`config.mk`:
```
export PLATFORM = sky130hd
export DESIGN_NAME = multilevel_feedback_scheduler_top_flat
export DESIGN_NICKNAME = d
export VERILOG_FILES = /design/src/sv/mlfs_pkg.sv /design/src/sv/mlfs_req_if.sv /design/src/sv/mlfs_rsp_if.sv /design/src/sv/mlfs_cfg_if.sv /design/src/sv/multilevel_feedback_scheduler_top.sv /design/src/flat_wrapper.sv
export VERILOG_INCLUDE_DIRS = /design/src /design/src/sv
export SDC_FILE = /design/constraint.sdc
export NUM_CORES = 1
export LEC_CHECK = 0
export BUFFER_PORTS_ARGS = -buffer_cell sky130_fd_sc_hd__buf_2
export CORE_ASPECT_RATIO = 1.1
export CORE_MARGIN = 10
export CORE_UTILIZATION = 55
export CTS_CLUSTER_SIZE = 8
export DETAILED_ROUTE_END_ITERATION = 10
export PLACE_DENSITY = 0.83
export SETUP_SLACK_MARGIN = 0.3
export SLEW_MARGIN = 20
export SYNTH_ARGS = -nofsm -noshare
export SYNTH_HDL_FRONTEND = slang
export SYNTH_SLANG_ARGS = --single-unit
```
`constraint.sdc`:
```
create_clock -name clk -period 13.6 [get_ports clk]
set_clock_uncertainty 0.2 [all_clocks]
set_input_delay 1.36 -clock clk [delete_from_list [all_inputs] [get_ports clk]]
set_output_delay 1.36 -clock clk [all_outputs]
set_load 0.02 [all_outputs]
```
`src/sv/multilevel_feedback_scheduler_top_defines.svh`:
```
// Assertion macros for the feedback scheduler.
// They expect signals named clk and rst_n in the module that uses them.
`ifndef MULTILEVEL_FEEDBACK_SCHEDULER_TOP_DEFINES_SVH
`define MULTILEVEL_FEEDBACK_SCHEDULER_TOP_DEFINES_SVH

// The condition holds at every clock edge outside reset.
`define MLFS_ASSERT_ALWAYS(label, cond) \
    label: assert property (@(posedge clk) disable iff (!rst_n) (cond)) \
        else $error("mlfs: invariant violated");

// The consequent holds in the same cycle as the antecedent.
`define MLFS_ASSERT_IMPL(label, ante, cons) \
    label: assert property (@(posedge clk) disable iff (!rst_n) (ante) |-> (cons)) \
        else $error("mlfs: implication violated");

// The consequent holds in the cycle after the antecedent.
`define MLFS_ASSERT_NEXT(label, ante, cons) \
    label: assert property (@(posedge clk) disable iff (!rst_n) (ante) |=> (cons)) \
        else $error("mlfs: next-cycle implication violated");

`endif

```
`src/sv/mlfs_pkg.sv`:
```
// Shared constants, codes and field widths of the feedback scheduler.
// No dependencies; used by the interfaces, the top level, the checker and the testbench.
package mlfs_pkg;

    localparam int MAX_TASKS_DEF  = 32;
    localparam int NUM_LEVELS_DEF = 3;

    localparam int MODE_W      = 3;
    localparam int TASK_W      = 5;
    localparam int COUNT_W     = 6;
    localparam int QUANTUM_W   = 4;
    localparam int CFG_INDEX_W = 2;

    localparam logic [QUANTUM_W-1:0] QUANTUM0_RST = 4'd2;
    localparam logic [QUANTUM_W-1:0] QUANTUM1_RST = 4'd4;
    localparam logic [QUANTUM_W-1:0] QUANTUM2_RST = 4'd6;

    typedef enum logic [MODE_W-1:0] {
        MODE_NEW   = 3'd0,
        MODE_ENQ   = 3'd1,
        MODE_PICK  = 3'd2,
        MODE_TICK  = 3'd3,
        MODE_STEAL = 3'd4
    } mode_t;

    typedef enum logic [CFG_INDEX_W-1:0] {
        CFG_QUANTUM0 = 2'd0,
        CFG_QUANTUM1 = 2'd1,
        CFG_QUANTUM2 = 2'd2
    } cfg_index_t;

endpackage

```
`src/sv/mlfs_req_if.sv`:
```
// Request channel of the feedback scheduler: valid/ready plus operation fields.
// Depends on mlfs_pkg for field widths.
interface mlfs_req_if;
    logic                             valid;
    logic                             ready;
    logic [mlfs_pkg::MODE_W-1:0]      mode;
    logic [mlfs_pkg::TASK_W-1:0]      task_id;
    logic                             insert_front;
    logic                             was_runnable;
    logic                             last_tick;

    modport source (output valid, mode, task_id, insert_front, was_runnable, last_tick,
                    input ready);
    modport sink   (input valid, mode, task_id, insert_front, was_runnable, last_tick,
                    output ready);
endinterface

```
`src/sv/mlfs_rsp_if.sv`:
```
// Result channel of the feedback scheduler: valid/ready plus result fields.
// Depends on mlfs_pkg for field widths.
interface mlfs_rsp_if;
    logic                             valid;
    logic                             ready;
    logic [mlfs_pkg::TASK_W-1:0]      result_task;
    logic                             result_valid;
    logic                             resched;
    logic [mlfs_pkg::COUNT_W-1:0]     runnable_count;
    logic                             status;

    modport source (output valid, result_task, result_valid, resched, runnable_count, status,
                    input ready);
    modport sink   (input valid, result_task, result_valid, resched, runnable_count, status,
                    output ready);
endinterface

```
`src/sv/mlfs_cfg_if.sv`:
```
// Configuration write channel of the feedback scheduler: valid/ready, index, data.
// Depends on mlfs_pkg for field widths.
interface mlfs_cfg_if;
    logic                                 valid;
    logic                                 ready;
    logic [mlfs_pkg::CFG_INDEX_W-1:0]     index;
    logic [mlfs_pkg::QUANTUM_W-1:0]       data;

    modport source (output valid, index, data, input ready);
    modport sink   (input valid, index, data, output ready);
endinterface

```
`src/sv/multilevel_feedback_scheduler_top.sv`:
```
// Three-level feedback run queue: per-task record memory, per-level FIFO memory.
// Depends on mlfs_pkg, the three channel interfaces and the defines header.
//
// In the cycle a request is accepted, the task-record memory (level and
// remaining slice) and the level FIFO memory are read; in the next cycle the
// request is decided, both memories and the queue pointers are written back, and
// the result is loaded into the output register. A new request is accepted in the
// cycle after that, so the block does not take a new request while one is in
// execution; a result that is not taken holds off the next request.
// Configuration writes are always accepted and take effect at once; no memory
// needs a clearing pass after reset.
`include "multilevel_feedback_scheduler_top_defines.svh"

module multilevel_feedback_scheduler_top #(
    parameter int MAX_TASKS  = mlfs_pkg::MAX_TASKS_DEF,
    parameter int NUM_LEVELS = mlfs_pkg::NUM_LEVELS_DEF
) (
    input  logic       clk,
    input  logic       rst_n,
    mlfs_cfg_if.sink   cfg,
    mlfs_req_if.sink   req,
    mlfs_rsp_if.source rsp
);

    localparam int TW     = $clog2(MAX_TASKS);
    localparam int SW     = TW + 1;
    localparam int LW     = $clog2(NUM_LEVELS);
    localparam int LENW   = $clog2(MAX_TASKS + 1);
    localparam int QW     = mlfs_pkg::QUANTUM_W;
    localparam int QDEPTH = NUM_LEVELS * (2 ** TW);

    typedef struct packed {
        logic [LW-1:0] level;
        logic [QW-1:0] slice;
    } task_rec_t;

    typedef enum logic {S_IDLE, S_EXEC} state_t;

    // Configuration
    logic [QW-1:0] quantum0_reg, quantum1_reg, quantum2_reg;

    // Control state
    state_t              state_reg;
    logic [TW-1:0]       heads_reg [NUM_LEVELS];
    logic [LENW-1:0]     lens_reg  [NUM_LEVELS];
    logic [MAX_TASKS-1:0] queued_reg;
    logic                cur_valid_reg;
    logic [TW-1:0]       cur_task_reg;
    logic [LENW-1:0]     runnable_reg;

    // Request latched at accept
    logic [mlfs_pkg::MODE_W-1:0] op_mode_reg;
    logic [mlfs_pkg::TASK_W-1:0] tid_reg;
    logic                tid_ok_reg;
    logic                front_reg;
    logic                was_run_reg;
    logic                last_reg;
    logic                found_reg;
    logic [LW-1:0]       flvl_reg;
    logic [TW-1:0]       new_head_reg;
    logic [LENW-1:0]     new_len_reg;

    // Memories
    task_rec_t           task_mem [MAX_TASKS];
    task_rec_t           task_rd_reg;
    logic [TW-1:0]       queue_mem [QDEPTH];
    logic [TW-1:0]       queue_rd_reg;

    // Output register
    logic                         out_valid_reg;
    logic [mlfs_pkg::TASK_W-1:0]  out_task_reg;
    logic                         out_rvalid_reg;
    logic                         out_resched_reg;
    logic [mlfs_pkg::COUNT_W-1:0] out_count_reg;
    logic                         out_status_reg;

    logic                accept;
    logic                exec;
    logic                pick_exec;
    logic [LW-1:0]       pick_lvl, steal_lvl, srch_lvl, lvl_sel, enq_lvl;
    logic                any_nonempty;
    logic [TW-1:0]       head_sel;
    logic [LENW-1:0]     len_sel;
    logic [TW-1:0]       head_next, head_prev, tail_pos, back_pos;
    logic [TW-1:0]       task_raddr;
    logic [LW+TW-1:0]    queue_raddr;
    logic                tid_ok;

    // Write-back decisions
    logic                tw_en;
    logic [TW-1:0]       tw_addr;
    task_rec_t           tw_data;
    logic                qw_en;
    logic [LW+TW-1:0]    qw_addr;
    logic [TW-1:0]       tid_idx;
    logic                head_we, len_we;
    logic [LW-1:0]       ptr_lvl;
    logic [TW-1:0]       head_wdata;
    logic [LENW-1:0]     len_wdata;
    logic                mask_set, mask_clr;
    logic [TW-1:0]       mask_idx;
    logic                cur_set;
    logic                cnt_inc, cnt_dec;
    logic [LENW-1:0]     runnable_next;
    logic [TW-1:0]       picked;
    logic                res_valid, res_resched, res_status;
    logic [LW-1:0]       lvl_c, lvl_down;

    function automatic logic [TW-1:0] wrap_pos(input logic [SW-1:0] s);
        logic [TW-1:0] r;
        if (s >= SW'(MAX_TASKS))
        begin
            r = TW'(s - SW'(MAX_TASKS));
        end
        else
        begin
            r = TW'(s);
        end
        return r;
    endfunction

    function automatic logic [QW-1:0] quantum_of(input logic [LW-1:0] l,
                                                 input logic [QW-1:0] q0,
                                                 input logic [QW-1:0] q1,
                                                 input logic [QW-1:0] q2);
        logic [QW-1:0] r;
        if (l == LW'(0))
        begin
            r = q0;
        end
        else if (l == LW'(1))
        begin
            r = q1;
        end
        else
        begin
            r = q2;
        end
        return r;
    endfunction

    assign exec      = (state_reg == S_EXEC);
    assign pick_exec = exec && found_reg && (op_mode_reg == mlfs_pkg::MODE_PICK);
    assign req.ready = (state_reg == S_IDLE) && (!out_valid_reg || rsp.ready);
    assign accept    = req.valid && req.ready;
    assign cfg.ready = 1'b1;

    assign rsp.valid          = out_valid_reg;
    assign rsp.result_task    = out_task_reg;
    assign rsp.result_valid   = out_rvalid_reg;
    assign rsp.resched        = out_resched_reg;
    assign rsp.runnable_count = out_count_reg;
    assign rsp.status         = out_status_reg;

    // Lowest and highest nonempty level.
    always_comb
    begin
        pick_lvl     = '0;
        steal_lvl    = '0;
        any_nonempty = 1'b0;
        for (int i = NUM_LEVELS - 1; i >= 0; i--)
        begin
            if (lens_reg[i] != '0)
            begin
                pick_lvl = LW'(i);
            end
        end
        for (int i = 0; i < NUM_LEVELS; i++)
        begin
            if (lens_reg[i] != '0)
            begin
                steal_lvl    = LW'(i);
                any_nonempty = 1'b1;
            end
        end
    end

    assign srch_lvl = (req.mode == mlfs_pkg::MODE_STEAL) ? steal_lvl : pick_lvl;

    // Record level, clamped to the bottom level.
    assign lvl_c    = (task_rd_reg.level > LW'(NUM_LEVELS - 1)) ? LW'(NUM_LEVELS - 1)
                                                                : task_rd_reg.level;
    assign enq_lvl  = lvl_c;
    assign lvl_down = (lvl_c == LW'(NUM_LEVELS - 1)) ? lvl_c : LW'(lvl_c + LW'(1));

    // One read port on the pointer registers: search level at accept, the
    // enqueued task's level during execution.
    assign lvl_sel  = exec ? enq_lvl : srch_lvl;
    assign head_sel = heads_reg[lvl_sel];
    assign len_sel  = lens_reg[lvl_sel];

    assign head_next = (head_sel == TW'(MAX_TASKS - 1)) ? '0 : TW'(head_sel + TW'(1));
    assign head_prev = (head_sel == '0) ? TW'(MAX_TASKS - 1) : TW'(head_sel - TW'(1));
    assign tail_pos  = wrap_pos(SW'(head_sel) + SW'(len_sel - LENW'(1)));
    assign back_pos  = wrap_pos(SW'(head_sel) + SW'(len_sel));

    assign tid_ok      = int'(req.task_id) < MAX_TASKS;
    assign task_raddr  = (req.mode == mlfs_pkg::MODE_TICK) ? cur_task_reg : TW'(req.task_id);
    assign queue_raddr = {srch_lvl,
                          (req.mode == mlfs_pkg::MODE_STEAL) ? tail_pos : head_sel};

    assign tid_idx = TW'(tid_reg);
    assign picked  = queue_rd_reg;

    // Decision and write-back for the request in execution.
    always_comb
    begin
        tw_en       = 1'b0;
        tw_addr     = tid_idx;
        tw_data     = '{level: '0, slice: quantum0_reg};
        qw_en       = 1'b0;
        qw_addr     = {enq_lvl, back_pos};
        head_we     = 1'b0;
        len_we      = 1'b0;
        ptr_lvl     = enq_lvl;
        head_wdata  = head_prev;
        len_wdata   = LENW'(len_sel + LENW'(1));
        mask_set    = 1'b0;
        mask_clr    = 1'b0;
        mask_idx    = tid_idx;
        cur_set     = 1'b0;
        cnt_inc     = 1'b0;
        cnt_dec     = 1'b0;
        res_valid   = 1'b0;
        res_resched = 1'b0;
        res_status  = 1'b0;

        unique case (op_mode_reg) inside
            mlfs_pkg::MODE_NEW:
            begin
                if (tid_ok_reg)
                begin
                    tw_en = 1'b1;
                end
                else
                begin
                    res_status = 1'b1;
                end
            end
            mlfs_pkg::MODE_ENQ:
            begin
                if (!tid_ok_reg || queued_reg[tid_idx])
                begin
                    res_status = 1'b1;
                end
                else
                begin
                    qw_en    = 1'b1;
                    qw_addr  = {enq_lvl, front_reg ? head_prev : back_pos};
                    head_we  = front_reg;
                    len_we   = 1'b1;
                    mask_set = 1'b1;
                    cnt_inc  = !was_run_reg;
                end
            end
            mlfs_pkg::MODE_PICK, mlfs_pkg::MODE_STEAL:
            begin
                if (!found_reg)
                begin
                    res_status = 1'b1;
                end
                else
                begin
                    ptr_lvl    = flvl_reg;
                    len_we     = 1'b1;
                    len_wdata  = new_len_reg;
                    head_we    = (op_mode_reg == mlfs_pkg::MODE_PICK);
                    head_wdata = new_head_reg;
                    mask_clr   = 1'b1;
                    mask_idx   = picked;
                    cur_set    = (op_mode_reg == mlfs_pkg::MODE_PICK);
                    cnt_dec    = (op_mode_reg == mlfs_pkg::MODE_STEAL);
                    res_valid  = 1'b1;
                end
            end
            mlfs_pkg::MODE_TICK:
            begin
                if (!cur_valid_reg)
                begin
                    res_status = 1'b1;
                end
                else
                begin
                    tw_en   = 1'b1;
                    tw_addr = cur_task_reg;
                    // A slice of one or zero expires: demote and reload.
                    if (task_rd_reg.slice <= QW'(1))
                    begin
                        res_resched = 1'b1;
                        tw_data     = '{level: lvl_down,
                                        slice: quantum_of(lvl_down, quantum0_reg,
                                                          quantum1_reg, quantum2_reg)};
                    end
                    else
                    begin
                        tw_data = '{level: task_rd_reg.level,
                                    slice: QW'(task_rd_reg.slice - QW'(1))};
                    end
                    cnt_dec = last_reg;
                end
            end
            default:
            begin
                res_status = 1'b1;
            end
        endcase

        runnable_next = runnable_reg;
        if (cnt_inc && (runnable_reg < LENW'(MAX_TASKS)))
        begin
            runnable_next = LENW'(runnable_reg + LENW'(1));
        end
        else if (cnt_dec && (runnable_reg != '0))
        begin
            runnable_next = LENW'(runnable_reg - LENW'(1));
        end
    end

    // Task-record memory.
    always_ff @(posedge clk)
    begin
        if (exec && tw_en)
        begin
            task_mem[tw_addr] <= tw_data;
        end
        if (accept)
        begin
            task_rd_reg <= task_mem[task_raddr];
        end
    end

    // Level FIFO memory, addressed by level and slot.
    always_ff @(posedge clk)
    begin
        if (exec && qw_en)
        begin
            queue_mem[qw_addr] <= tid_idx;
        end
        if (accept)
        begin
            queue_rd_reg <= queue_mem[queue_raddr];
        end
    end

    // Request fields and search results held for the execution cycle.
    always_ff @(posedge clk)
    begin
        if (accept)
        begin
            op_mode_reg  <= req.mode;
            tid_reg      <= req.task_id;
            tid_ok_reg   <= tid_ok;
            front_reg    <= req.insert_front;
            was_run_reg  <= req.was_runnable;
            last_reg     <= req.last_tick;
            found_reg    <= any_nonempty;
            flvl_reg     <= srch_lvl;
            new_head_reg <= head_next;
            new_len_reg  <= LENW'(len_sel - LENW'(1));
        end
    end

    // Sequencer, scheduler state and output register.
    always_ff @(posedge clk or negedge rst_n)
    begin
        if (!rst_n)
        begin
            state_reg       <= S_IDLE;
            quantum0_reg    <= mlfs_pkg::QUANTUM0_RST;
            quantum1_reg    <= mlfs_pkg::QUANTUM1_RST;
            quantum2_reg    <= mlfs_pkg::QUANTUM2_RST;
            for (int i = 0; i < NUM_LEVELS; i++)
            begin
                heads_reg[i] <= '0;
                lens_reg[i]  <= '0;
            end
            queued_reg      <= '0;
            cur_valid_reg   <= 1'b0;
            cur_task_reg    <= '0;
            runnable_reg    <= '0;
            out_valid_reg   <= 1'b0;
            out_task_reg    <= '0;
            out_rvalid_reg  <= 1'b0;
            out_resched_reg <= 1'b0;
            out_count_reg   <= '0;
            out_status_reg  <= 1'b0;
        end
        else
        begin
            if (cfg.valid && cfg.ready)
            begin
                unique case (cfg.index)
                    mlfs_pkg::CFG_QUANTUM0: quantum0_reg <= cfg.data;
                    mlfs_pkg::CFG_QUANTUM1: quantum1_reg <= cfg.data;
                    mlfs_pkg::CFG_QUANTUM2: quantum2_reg <= cfg.data;
                    default: ;
                endcase
            end

            if (rsp.valid && rsp.ready)
            begin
                out_valid_reg <= 1'b0;
            end

            unique case (state_reg)
                S_IDLE:
                begin
                    if (accept)
                    begin
                        state_reg <= S_EXEC;
                    end
                end
                S_EXEC:
                begin
                    state_reg <= S_IDLE;
                    if (head_we)
                    begin
                        heads_reg[ptr_lvl] <= head_wdata;
                    end
                    if (len_we)
                    begin
                        lens_reg[ptr_lvl] <= len_wdata;
                    end
                    if (mask_set)
                    begin
                        queued_reg[mask_idx] <= 1'b1;
                    end
                    if (mask_clr)
                    begin
                        queued_reg[mask_idx] <= 1'b0;
                    end
                    if (cur_set)
                    begin
                        cur_valid_reg <= 1'b1;
                        cur_task_reg  <= picked;
                    end
                    runnable_reg    <= runnable_next;
                    out_valid_reg   <= 1'b1;
                    out_task_reg    <= res_valid ? mlfs_pkg::TASK_W'(picked) : '0;
                    out_rvalid_reg  <= res_valid;
                    out_resched_reg <= res_resched;
                    out_count_reg   <= mlfs_pkg::COUNT_W'(runnable_next);
                    out_status_reg  <= res_status;
                end
                default:
                begin
                    state_reg <= S_IDLE;
                end
            endcase
        end
    end

    `MLFS_ASSERT_ALWAYS(a_runnable_bound, runnable_reg <= LENW'(MAX_TASKS))
    `MLFS_ASSERT_ALWAYS(a_level0_len_bound, lens_reg[0] <= LENW'(MAX_TASKS))
    `MLFS_ASSERT_IMPL(a_exec_output_free, state_reg == S_EXEC, !out_valid_reg)
    `MLFS_ASSERT_NEXT(a_pick_sets_current, pick_exec, cur_valid_reg && out_rvalid_reg)

endmodule

```
`src/flat_wrapper.sv`:
```
// flat-port wrapper written by rule: the top's interface ports become plain ports
module multilevel_feedback_scheduler_top_flat 
#(
    parameter int MAX_TASKS  = mlfs_pkg::MAX_TASKS_DEF,
    parameter int NUM_LEVELS = mlfs_pkg::NUM_LEVELS_DEF
)
  (clk, rst_n, cfg_valid, cfg_index, cfg_data, cfg_ready, req_valid, req_mode, req_task_id, req_insert_front, req_was_runnable, req_last_tick, req_ready, rsp_valid, rsp_result_task, rsp_result_valid, rsp_resched, rsp_runnable_count, rsp_status, rsp_ready);
  mlfs_cfg_if cfg_i ();
  mlfs_req_if req_i ();
  mlfs_rsp_if rsp_i ();
  input  logic clk;
  input  logic rst_n;
  input wire logic [$bits(cfg_i.valid)-1:0] cfg_valid;
  input wire logic [$bits(cfg_i.index)-1:0] cfg_index;
  input wire logic [$bits(cfg_i.data)-1:0] cfg_data;
  output wire logic [$bits(cfg_i.ready)-1:0] cfg_ready;
  input wire logic [$bits(req_i.valid)-1:0] req_valid;
  input wire logic [$bits(req_i.mode)-1:0] req_mode;
  input wire logic [$bits(req_i.task_id)-1:0] req_task_id;
  input wire logic [$bits(req_i.insert_front)-1:0] req_insert_front;
  input wire logic [$bits(req_i.was_runnable)-1:0] req_was_runnable;
  input wire logic [$bits(req_i.last_tick)-1:0] req_last_tick;
  output wire logic [$bits(req_i.ready)-1:0] req_ready;
  output wire logic [$bits(rsp_i.valid)-1:0] rsp_valid;
  output wire logic [$bits(rsp_i.result_task)-1:0] rsp_result_task;
  output wire logic [$bits(rsp_i.result_valid)-1:0] rsp_result_valid;
  output wire logic [$bits(rsp_i.resched)-1:0] rsp_resched;
  output wire logic [$bits(rsp_i.runnable_count)-1:0] rsp_runnable_count;
  output wire logic [$bits(rsp_i.status)-1:0] rsp_status;
  input wire logic [$bits(rsp_i.ready)-1:0] rsp_ready;
  assign cfg_i.valid = cfg_valid;
  assign cfg_i.index = cfg_index;
  assign cfg_i.data = cfg_data;
  assign cfg_ready = cfg_i.ready;
  assign req_i.valid = req_valid;
  assign req_i.mode = req_mode;
  assign req_i.task_id = req_task_id;
  assign req_i.insert_front = req_insert_front;
  assign req_i.was_runnable = req_was_runnable;
  assign req_i.last_tick = req_last_tick;
  assign req_ready = req_i.ready;
  assign rsp_valid = rsp_i.valid;
  assign rsp_result_task = rsp_i.result_task;
  assign rsp_result_valid = rsp_i.result_valid;
  assign rsp_resched = rsp_i.resched;
  assign rsp_runnable_count = rsp_i.runnable_count;
  assign rsp_status = rsp_i.status;
  assign rsp_i.ready = rsp_ready;
  multilevel_feedback_scheduler_top #(.MAX_TASKS(MAX_TASKS), .NUM_LEVELS(NUM_LEVELS)) u_core (.clk(clk), .rst_n(rst_n), .cfg(cfg_i), .req(req_i), .rsp(rsp_i));
endmodule
```
Word level (Yosys, flattened, before mapping)
Memory sizes are Yosys's and may differ from the RTL's. A register that Yosys moved wholly into a read port is not among the register bits.
Cells that the tools add are included.
{"block": "word_totals", "ff_bits": 124, "latch_bits": 0, "ram_bits": 672, "romBits": 0, "inputBits": 22, "output_inout_bits": 17, "word_cells": 187, "mem_count": 2}
{"name": "u_core.queue_mem", "words": 96, "width": 5, "read_ports": 1, "rd_ports_with_merged_regs": 1, "wr": 1, "line": "multilevel_feedback_scheduler_top.sv:66", "text": "logic [TW-1:0] queue_mem [QDEPTH];"}
{"name": "u_core.task_mem", "words": 32, "width": 6, "read_ports": 1, "rd_ports_with_merged_regs": 1, "wr": 1, "line": "multilevel_feedback_scheduler_top.sv:64", "text": "task_rec_t task_mem [MAX_TASKS];"}
{"block": "op_classes", "addsub": 12, "n_mul": 0, "n_div": 0, "n_lt_le_gt_ge": 11, "n_eq_ne": 11, "shift": 0, "mux": 86, "bitwise": 6, "reduce_logical": 31}
{"cell": "two-way mux 32 bit", "count": 3}
{"cell": "two-way mux 5 bit", "count": 18}
{"cell": "two-way mux 6 bit", "count": 10}
{"cell": "bitwise AND 32 bit", "count": 1}
{"cell": "inverter 32 bit", "count": 1}
{"cell": "OR 32 bit", "count": 1}
{"cell": "two-way mux 1 bit", "count": 29}
{"cell": "nonzero test 6 bit", "count": 4}
{"cell": "two-way mux 2 bit", "count": 10}
{"cell": "bitwise mux 18 bit", "count": 1}
{"cell": "bitwise mux 15 bit", "count": 1}
{"cell": "subtractor 5 x 1 -> 5 bit, second input constant", "count": 3}
{"cell": "AND reduction 2 bit", "count": 7}
{"cell": "adder 5 x 6 -> 6 bit", "count": 2}
{"cell": "adder 6 x 1 -> 6 bit, second input constant", "count": 2}
{"cell": "binary-select mux 6 bit (select 2 bit)", "count": 1}
{"cell": "demux 6 bit (select 2 bit)", "count": 1}
{"cell": "greater-or-equal comparator 6 bit, second input constant", "count": 2}
{"cell": "< comparator 5 x 6 -> 1 bit, second input constant", "count": 2}
{"cell": "subtractor 6 x 1 -> 6 bit, second input constant", "count": 2}
{"cell": "binary-select mux 5 bit (select 2 bit)", "count": 1}
{"cell": "demux 5 bit (select 2 bit)", "count": 1}
{"cell": "one-hot mux 1 bit (2 select lines)", "count": 5}
{"cell": "== test 3 x 2 -> 1 bit, second input constant", "count": 3}
{"cell": "other kinds (28)", "count": 46}

Logic depth before layout (Yosys ltp)
Gate-level depths: netlist of run 1.
{"block": "depth", "depth_word": 16, "ltp_mapped": 21, "mapped_depth_nobuf": 18}

Worst setup path after synthesis of run 1
OpenSTA, ideal clock, no wires.
{"block": "synth_timing", "path_kind": "input -> register", "startpoint": "in req_mode[1]", "endpoint": "reg u_core.queue_rd_reg[3], in the netlist u_core.picked[3], read port of u_core.queue_mem, data pin", "setup_time_ns": 0.265, "t_arrival_ns": 5.726, "required_ns": 13.135, "slack_ns": 7.409, "path_stages": 18, "path_cell_list": "or3b_1 > and3_1 > o21ai_2 > nand2_1 > o21ai_1 > inv_1 > ha_1 > fa_1 > xor2_1 > nand2_1 > nand2_1 > buf_2 > buf_1 > mux2i_1 > o221ai_1 > or4_1 > nand3_1 > o211ai_2"}
{"block": "synth_via", "elab_chain_cells": 12, "elab_cells_between_ends": 16, "cone_classes": "add/sub (3); order compare (1); eq/ne (1); mux (10); bitwise (1)"}
{"item": "from (decl)", "line": "flat_wrapper.sv:18", "text": "input wire logic [$bits(req_i.mode)-1:0] req_mode;"}
{"item": "== test 3 bit (*)", "line": "multilevel_feedback_scheduler_top.sv:178, multilevel_feedback_scheduler_top.sv:200"}
{"item": "two-way mux 2 bit", "line": "multilevel_feedback_scheduler_top.sv:178", "text": "assign srch_lvl = (req.mode == mlfs_pkg::MODE_STEAL) ? steal_lvl : pick_lvl;"}
{"item": "two-way mux 2 bit", "line": "multilevel_feedback_scheduler_top.sv:188", "text": "assign lvl_sel = exec ? enq_lvl : srch_lvl;"}
{"item": "inverter 2 -> 3 bit (not written as such)", "line": "multilevel_feedback_scheduler_top.sv:189, multilevel_feedback_scheduler_top.sv:190"}
{"item": "binary-select mux 6 bit (select 2 bit)", "line": "multilevel_feedback_scheduler_top.sv:190", "text": "assign len_sel = lens_reg[lvl_sel];"}
{"item": "two-way mux 6 bit (not written as such) (2 in a row)", "line": "multilevel_feedback_scheduler_top.sv:190"}
{"item": "subtractor 6 x 1 -> 6 bit", "line": "multilevel_feedback_scheduler_top.sv:194", "text": "assign tail_pos = wrap_pos(SW'(head_sel) + SW'(len_sel - LENW'(1)));"}
{"item": "adder 5 x 6 -> 6 bit", "line": "multilevel_feedback_scheduler_top.sv:194"}
{"item": "subtractor 5 x 1 -> 5 bit or greater-or-equal comparator 6 bit (tied branches)", "line": "multilevel_feedback_scheduler_top.sv:113, multilevel_feedback_scheduler_top.sv:111"}
{"item": "two-way mux 5 bit", "line": "multilevel_feedback_scheduler_top.sv:111", "text": "if (s >= SW'(MAX_TASKS))"}
{"item": "two-way mux 5 bit", "line": "multilevel_feedback_scheduler_top.sv:200", "text": "(req.mode == mlfs_pkg::MODE_STEAL) ? tail_pos : head_sel};"}
{"item": "to (decl)", "line": "multilevel_feedback_scheduler_top.sv:67", "text": "logic [TW-1:0] queue_rd_reg;"}
Mark *: on every way between the ends. The rest lies on a longest branch, timed or not. The select of a mux whose other input is x is not followed.
A chain may end at the register's enable or synchronous reset.

Final worst setup path of run 1
{"block": "layout_timing", "startpoint": "in req_mode[1]", "endpoint": "reg u_core.queue_rd_reg[1], in the netlist u_core.picked[1], read port of u_core.queue_mem, data pin"}
Same word-level chain as after synthesis.

==> results of run 1 <==
[layer usage]
metal	global-route usage (%)	vias to the layer above	share of wire [%]
met1	29.14	11600	35
met3	4.632	355	9.8
met4	12.89	0	5.5
li1	-	10150	-
met2	39.14	1631	49
met5	0	-	0
[worst max-delay path: stages]
cell	delay, ns
buf_2	0.12
or3b_1	0.66
and3_1	0.30
o21ai_2	0.30
nand2_1	0.18
o21ai_1	0.65
inv_1	0.16
ha_1	0.26
fa_1	0.48
xor2_1	0.19
and2_1	0.41
nor2_4	0.80
buf_4	0.67
nand2_1	0.13
a311oi_1	0.40
a2111oi_0	0.14
mux2_1	0.38
o221ai_1	0.20
[stage by stage]
step / util, % / instance area, sq um / power (mW) / cells
after floorplan: - / 34740 / 4.705 / 2639
after global placement: 57.12 / 35680 / 5.381 / 3375
after detailed placement: 57.14 / 35690 / 5.488 / 3375
after CTS: 62.16 / 38820 / 7.998 / 3540
after global routing: 62.24 / 38870 / 8.356 / 3541
final: 62.24 / 38870 / 8.069 / 3541
[cell type report]
cell class / instances / area (sq um)
inverters: 19 / 71.32
well taps: 833 / 1042
clock inverters: 7 / 140.1
multi-input cells: 1638 / 10350
clock buffers: 158 / 2997
flip-flops and latches: 807 / 23740
fillers: 4301 / 23590
repair buffers: 79 / 534.3
[cells in the final DEF (no fill, tap or decap), types with 11 or more instances in the layout]
cell type | Yosys | routed
edfxtp_1 | 708 | 708
nand2_1 | 371 | 369
nor2_1 | 183 | 179
a211oi_1 | 168 | 167
a21oi_1 | 126 | 125
clkbuf_16 | 0 | 113
a311oi_1 | 96 | 96
dfrtp_1 | 95 | 95
and3_1 | 92 | 92
mux2_2 | 55 | 54
o21ai_0 | 57 | 53
nand3_1 | 52 | 51
and2_1 | 48 | 47
mux2i_1 | 51 | 46
a31oi_1 | 45 | 45
clkbuf_1 | 125 | 45
buf_4 | 3 | 39
buf_2 | 25 | 36
nor3_1 | 25 | 25
inv_1 | 17 | 17
ha_1 | 17 | 17
xnor2_1 | 15 | 15
o221ai_1 | 14 | 14
nand3b_1 | 13 | 13
a21o_1 | 13 | 13
nor4_1 | 13 | 13
or4_1 | 12 | 12
nor2b_1 | 11 | 11
[final timing paths]
| path | cells after the start | startpoint | to |
|---|---|---|---|
| setup / recovery | 18 | req_mode[1] | u_core.picked[1] |
| hold reg to reg | 1 | u_core.rsp.result_task[0] | u_core.rsp.result_task[0] |
| max in group asynchronous | 2 | rst_n | u_core.quantum1_reg[1] |
| hold / removal | 1 | u_core.rsp.result_task[0] | u_core.rsp.result_task[0] |
| setup reg to reg | 18 | u_core.lens_reg[3] | u_core.picked[1] |
| min in group asynchronous | 1 | rst_n | u_core.lens_reg[6] |
[power groups by stage]
| stage | sequential, mW | combinational (mW) | clock (mW) |
|---|---|---|---|
| floorplan | 3.01 | 1.70 | 0 |
| global placement | 3.04 | 2.34 | 0 |
| detailed placement | 3.04 | 2.45 | 0 |
| CTS | 3.00 | 2.48 | 2.51 |
| global route | 3.02 | 2.71 | 2.63 |
| finish | 3.01 | 2.56 | 2.50 |
[logic make-up (layout without fill, tap and decap cells)]
group	count (synthesis)	after routing	synth area share, %
flip-flops	807	807	68.35
buffers and inverters	194	263	2.240
XOR/XNOR	25	25	0.6303
other	1	1	0.01079
AND/OR/NAND/NOR	866	866	11.65
multiplexers	124	124	4.178
adder cells (fa/ha/maj)	19	19	0.7275
AO/OA/AOI/OAI	603	603	12.22
==> reports/qor.txt, run 1 <==
========================================================================================================
Outcome ................................................................................... finished, final reports clean
Cells taking the most area after synthesis ................................................ edfxtp_1 61%, dfrtp_1 6.8%, nand2_1 4.0%
Flip-flop count of the largest register after layout ......................................          480
Slew at the pin closest to its max-slew limit .............................................     1.159 ns
Chip Width ................................................................................     259.6 um
Gate count of the mapped netlist ..........................................................        2,639
Most frequent cell after synthesis ........................................................     edfxtp_1
Proportion of synthesized flip-flops having asynchronous set or reset .....................       12.27%
Worst Hold Slack ..........................................................................    0.2819 ns
Fin Setup TNS .............................................................................         0 ns
First-pass DRT Iterations .................................................................            7
Switch share ..............................................................................       35.87%
Wire length of the first global-routing pass ..............................................   137,200 um
Number of buffer cells added on primary ports .............................................           37
Final worst path period share .............................................................       55.67%
Kind of critical path ..................................................................... input port to flip-flop
Post-route antenna net violation count ....................................................            0
Leakage power figure ......................................................................     13.28 nW
Post-CTS Resized ..........................................................................            0
Worst reg2reg setup slack .................................................................      6.46 ns
Sequential group share of total power .....................................................        37.3%
Insertion delay to the later sink of the worst-skew pair ..................................      0.67 ns
Yosys reg bits ............................................................................          807
Area overhead of the layout relative to synthesis .........................................       11.90%
Largest net degree at the start of global routing .........................................          105
GRT Total Usage ...........................................................................       23.76%
Synth top area share ......................................................................       61.20%
Number of nets in the layout ..............................................................        2,697
Cell-internal power .......................................................................     5.175 mW
Die Area .................................................................................. 73,630 sq um
Min-delay worst type ...................................................................... flip-flop to flip-flop
Worst supply voltage drop on vdd ..........................................................  0.0002547 V
Crit path capture type ....................................................................    flip-flop
Summed instance area of the synthesized netlist ........................................... 34,740 sq um
Most used flip-flop cell after synthesis ..................................................     edfxtp_1
Post-CTS clock slew at the launch and capture registers of the worst setup and hold paths .      0.05 ns
Number of global-route vias before repair .................................................       23,680
# setup viols final .......................................................................            0
Deepest level of the CTS H-tree ...........................................................            3
Setup fix buffers added after clock tree synthesis ........................................            0
Initial core utilization ..................................................................       55.62%
Wirelength per Cell .......................................................................     25.19 um
Post-Syn Area per Cell ....................................................................  13.16 sq um
TritonCTS Buffers .........................................................................          111
Share of cells above drive strength 1 .....................................................       11.63%
Wirelength, routed ........................................................................    89,210 um
Total number of vias ......................................................................       23,730
Core Rows .................................................................................           96
Number of inserted diodes .................................................................            0
Cell chosen for the clock root ............................................................    clkbuf_16
Post-synth EDFFs ..........................................................................          708
Worst endpoint data arrival time ..........................................................      7.87 ns
Biggest area consumer among synthesized cells .............................................     edfxtp_1
Number of distinct library cells after synthesis ..........................................           86
RePlAce Congestion ........................................................................       0.9096
Final-report max-slew violation count .....................................................            0
Time the final worst path needs with I/O delays and setup .................................     7.572 ns
Worst slack at placement ..................................................................     5.503 ns
Final HPWL from detailed placement ........................................................    53,050 um
Crit start category .......................................................................   input port
Sum of overflow across all layers after global routing ....................................            0
Mean number of vias per cell ..............................................................        6.701
Max transition margin .....................................................................       22.11%
Net Count, Synth ..........................................................................        2,680
Floorplan Core Area ....................................................................... 62,460 sq um
Logic pwr share ...........................................................................        31.7%
Final count of hold timing violations .....................................................            0
Sinks on the clock net ....................................................................          807
Peak clock frequency supported by timing ..................................................    132.1 MHz
Initial antenna violation count ...........................................................            0
Power per cell area ....................................................................... 207.6 nW/um^2
Critical Path RT ..........................................................................     13.89 ns
Overall die height ........................................................................     283.6 um
Detailed-route DRC error count ............................................................            0
TritonCTS clock tree ......................................................................         done
Synth cell count leaders .................................................................. 708 x edfxtp_1, 371 x nand2_1, 183 x nor2_1, 168 x a211oi_1, 126 x a21oi_1
Final worst-path setup slack ..............................................................     6.028 ns
Clk pwr share .............................................................................        31.0%
Warnings, synthesis .......................................................................            0
Clk buf depth .............................................................................            3
Switching power ...........................................................................     2.894 mW
Hold buffer count at cts ..................................................................            0
Num ports .................................................................................           39
Iteration-0 DRC count of the detailed router ..............................................        3,211
Critical path fanouts, max ................................................................           60
Unrepaired setup endpoints after global routing ...........................................           no
Max capacitance violation total ...........................................................            0
Portion of the post-synthesis area used by sequential elements ............................       68.35%
========================================================================================================
Note: power is estimated with default switching activity, not from simulation.
==> run 2, diff against run 1 <==
- ABC_AREA: not set -> 1
- clock period: 13.6 -> 7.2 ns (I/O delays scaled with it)
==> run 2 against run 1 <==
  * Clock power grew 89%
  * Wire length increased by 3.6%
  * Power is 83% higher
  * Area after synthesis rose by 4.1%
  * Combinational power increased by 77%
  * Worst hold slack got worse by 0.25 ns
  * Critical endpoint is now u_core.picked[4]
==> reports/qor.txt, run 2 <==
========================================================================================================
Critical path fanouts, max ................................................................           81   was 60
Sinks on the clock net ....................................................................          807   unchanged
Most used flip-flop cell after synthesis ..................................................     edfxtp_1   unchanged
RePlAce Congestion ........................................................................       0.9147   was 0.9096
Top sig layer .............................................................................         met4   unchanged
Most frequent cell after synthesis ........................................................     edfxtp_1   unchanged
Yosys reg bits ............................................................................          807   unchanged
Post-CTS clock slew at the launch and capture registers of the worst setup and hold paths .      0.05 ns   about the same
Peak clock frequency supported by timing ..................................................    182.0 MHz
Slew at the pin closest to its max-slew limit .............................................     1.187 ns   was 1.159 ns
Core Rows .................................................................................           98   was 96
Cells taking the most area after synthesis ................................................ edfxtp_1 59%, dfrtp_1 6.6%, nand2_1 6.3%   was edfxtp_1 61%, dfrtp_1 6.8%, nand2_1 4.0%
Proportion of synthesized flip-flops having asynchronous set or reset .....................       12.27%   unchanged
DR WL met2 ................................................................................    45,200 um   was 43,890 um
# setup viols final .......................................................................            0   unchanged
Kind of critical path ..................................................................... flip-flop to flip-flop   was input port to flip-flop
Initial core utilization ..................................................................       55.55%   was 55.62%
Gate count of the mapped netlist ..........................................................        3,466   was 2,639
Time the final worst path needs with I/O delays and setup .................................     5.494 ns
Die Area .................................................................................. 76,430 sq um   was 73,630 sq um
Max transition margin .....................................................................       20.71%   was 22.11%
Number of distinct library cells after synthesis ..........................................           60   was 86
Number of nets in the layout ..............................................................        3,520   was 2,697
Wirelength, routed ........................................................................    92,400 um   was 89,210 um
Outcome ................................................................................... finished, final reports clean   unchanged
Worst supply voltage drop on vdd ..........................................................  0.0003016 V   was 0.0002547 V
TritonCTS Buffers .........................................................................          110   was 111
Crit start category .......................................................................    flip-flop   was input port
Number of global-route vias before repair .................................................       26,180   was 23,680
Final worst-path setup slack ..............................................................     1.706 ns   was 6.028 ns
Critical path origin ...................................................................... u_core.task_rd_reg[5]   was req_mode[1]
Synth top area share ......................................................................       58.78%   was 61.20%
Setup fix buffers added after clock tree synthesis ........................................            0   unchanged
Post-Syn Area per Cell ....................................................................  10.44 sq um   was 13.16 sq um
Portion of the post-synthesis area used by sequential elements ............................       65.64%   was 68.35%
First-pass DRT Iterations .................................................................            6   was 7
Final worst path period share .............................................................       76.30%
Met3 routed WL ............................................................................      9684 um   was 8771 um
Post-route non-filler standard cell count .................................................        4,383   was 3,541
Leading cell type in the layout, fill and taps excluded ...................................     edfxtp_1   unchanged
Sequential group share of total power .....................................................        37.4%   was 37.3%
Depth of the most critical reg-to-reg path ................................................           23   was 18
Iteration-0 DRC count of the detailed router ..............................................        3,520   was 3,211
Crit path capture type ....................................................................    flip-flop   unchanged
Min-delay worst type ...................................................................... input port to flip-flop   was flip-flop to flip-flop
Area of all placed cells without fillers .................................................. 40,180 sq um   was 38,870 sq um
Insertion delay to the later sink of the worst-skew pair ..................................      0.68 ns   was 0.67 ns
Flip-flop count of the largest register after layout ......................................          480   unchanged
Total number of vias ......................................................................       26,570   was 23,730
Warnings, synthesis .......................................................................            0   unchanged
Biggest area consumer among synthesized cells .............................................     edfxtp_1   unchanged
Max capacitance violation total ...........................................................            0   unchanged
Final count of hold timing violations .....................................................            0   unchanged
Largest net degree at the start of global routing .........................................          101   was 105
Destination of the critical timing path ................................................... u_core.picked[4]   was u_core.picked[1]
Worst endpoint data arrival time ..........................................................      5.84 ns   was 7.87 ns
Total chip power ..........................................................................     14.78 mW   was 8.069 mW
Area overhead of the layout relative to synthesis .........................................       11.09%   was 11.90%
M1 wire length ............................................................................    33,380 um   was 31,630 um
Detailed-route DRC error count ............................................................            0   unchanged
Logic pwr share ...........................................................................        30.6%   was 31.7%
Floorplan Core Area ....................................................................... 65,110 sq um   was 62,460 sq um
Wirelength per Cell .......................................................................     21.08 um   was 25.19 um
Cell-internal power .......................................................................     9.452 mW   was 5.175 mW
Post-DP Area .............................................................................. 36,980 sq um   was 35,690 sq um
GRT Total Usage ...........................................................................       23.80%   was 23.76%
Mean number of vias per cell ..............................................................        6.062   was 6.701
Count of placed standard cells including taps .............................................        4,214   was 3,375
Terminus of the critical flop-to-flop path ................................................ u_core.picked[4]   was u_core.picked[1]
Beginning of the worst register-to-register path .......................................... u_core.task_rd_reg[5]   was u_core.lens_reg[3]
Synth cell count leaders .................................................................. 708 x edfxtp_1, 607 x nand2_1, 417 x inv_1, 410 x nor2_1, 393 x nand3_1   was 708 x edfxtp_1, 371 x nand2_1, 183 x nor2_1, 168 x a211oi_1, 126 x a21oi_1
Switch share ..............................................................................       36.04%   was 35.87%
TritonCTS clock tree ......................................................................         done   unchanged
Clk buf depth .............................................................................            3   unchanged
Wire length of the first global-routing pass ..............................................   143,700 um   was 137,200 um
Overall die height ........................................................................     289.0 um   was 283.6 um
Number of buffer cells added on primary ports .............................................           37   unchanged
Worst slack at placement ..................................................................     1.572 ns   was 5.503 ns
Clk pwr share .............................................................................        32.0%   was 31.0%
Power per cell area ....................................................................... 367.8 nW/um^2   was 207.6 nW/um^2
Num ports .................................................................................           39   unchanged
Share of cells above drive strength 1 .....................................................       7.899%   was 11.63%
Unrepaired setup endpoints after global routing ...........................................           no   unchanged
Final-report max-slew violation count .....................................................            0   unchanged
Post-route antenna net violation count ....................................................            0   unchanged
Chip Width ................................................................................     264.5 um   was 259.6 um
Final HPWL from detailed placement ........................................................    53,940 um   was 53,050 um
Leakage power figure ......................................................................     15.77 nW   was 13.28 nW
Initial antenna violation count ...........................................................            0   unchanged
Sum of overflow across all layers after global routing ....................................            0   unchanged
Most frequent cells in the layout ......................................................... 708 x edfxtp_1, 602 x nand2_1, 416 x inv_1   was 708 x edfxtp_1, 369 x nand2_1, 179 x nor2_1
Fin Setup TNS .............................................................................         0 ns   unchanged
Critical Path RT ..........................................................................      7.54 ns   was 13.89 ns
Net Count, Synth ..........................................................................        3,507   was 2,680
Worst reg2reg setup slack .................................................................      1.71 ns   was 6.46 ns
Cell chosen for the clock root ............................................................    clkbuf_16   unchanged
Summed instance area of the synthesized netlist ........................................... 36,170 sq um   was 34,740 sq um
Deepest level of the CTS H-tree ...........................................................            3   unchanged
Switching power ...........................................................................     5.325 mW   was 2.894 mW
Post-synth EDFFs ..........................................................................          708   unchanged
========================================================================================================
==> run 2: power groups by stage <==
stage          registers [mW]  logic (mW)  clock network (mW)
4_1_cts                  5.52        4.40                4.73
2_1_floorplan            5.60        3.07                   0
3_5_place_dp             5.60        4.32                   0
5_1_grt                  5.53        4.92                4.95
3_3_place_gp             5.59        4.21                   0
6_report                 5.52        4.52                4.73
==> run 2: cells by family after synthesis <==
family                     share of synthesized area [%]
AOI/OAI and AO/OA                                  8.213
xor gates and xnor gates                          0.3632
adders and majority gates                         0.6988
buffers and inverters                              6.763
DFF                                                65.64
muxes                                            0.09340
other                                            0.01037
and+or+nand+nor                                    18.21
==> run 2: metal layers <==
layer,global-route usage (%),vias to the layer above
met2,40.33,1778
met1,29.30,12650
li1,-,11840
met5,0,-
met4,11.02,0
met3,4.588,308
==> run 2: through the flow <==
| step | hold WS, ns | util (%) |
|---|---|---|
| 2_1_floorplan | 0.2244 | - |
| 3_3_place_gp | 0.2527 | 56.79 |
| 3_5_place_dp | 0.2574 | 56.79 |
| 4_1_cts | 0.01068 | 61.61 |
| 5_1_grt | 0.009084 | 61.70 |
| 6_report | 0.02927 | 61.71 |
==> run 2: worst min-delay path by stage <==
stage | start | endpoint | slack [ns] | cells after the start
floorplan | rst_n | u_core.cur_task_reg[0] | 0.22 | 0
global placement | u_core.cur_valid_reg | u_core.cur_valid_reg | 0.25 | 2
detailed placement | u_core.cur_valid_reg | u_core.cur_valid_reg | 0.26 | 2
CTS | req_last_tick | u_core.last_reg | 0.01 | 1
global route | req_insert_front | u_core.front_reg | 0.009 | 1
finish | req_last_tick | u_core.last_reg | 0.03 | 1
==> run 2: layout make-up <==
class                           instances  area (sq um)
Antenna cell                            1         2.502
Clock buffer                          161          3008
Clock inverter                          4         120.1
Fill cell                            4633         24930
Inverter                              434          1632
Multi-Input combinational cell       2049         10060
Sequential cell                       807         23740
Tap cell                              850          1064
Timing Repair Buffer                   77         548.0
==> run 2: repair_timing <==
item,CTS,global route
hold buffers,1,0
endpoints found under the hold margin,18,0
gates resized for setup,0,0
==> run 2: critical path: stages (launching register included) <==
cell	delay, ns
edfxtp_1	0.65
nor2_4	0.41
nand2_1	0.17
nand2_1	0.33
nand2_1	0.10
nand3_1	0.11
nand2_2	0.10
inv_1	0.12
nor2_1	0.06
or2_2	0.32
fa_1	0.54
nand2_1	0.11
nand2_4	0.61
buf_4	0.51
nand3_1	0.16
nand3_1	0.13
nand2_1	0.10
nand2_1	0.08
nand2_1	0.06
nand2_1	0.07
nand3_1	0.16
nand2_1	0.12
nand2_1	0.07
nand2_1	0.06
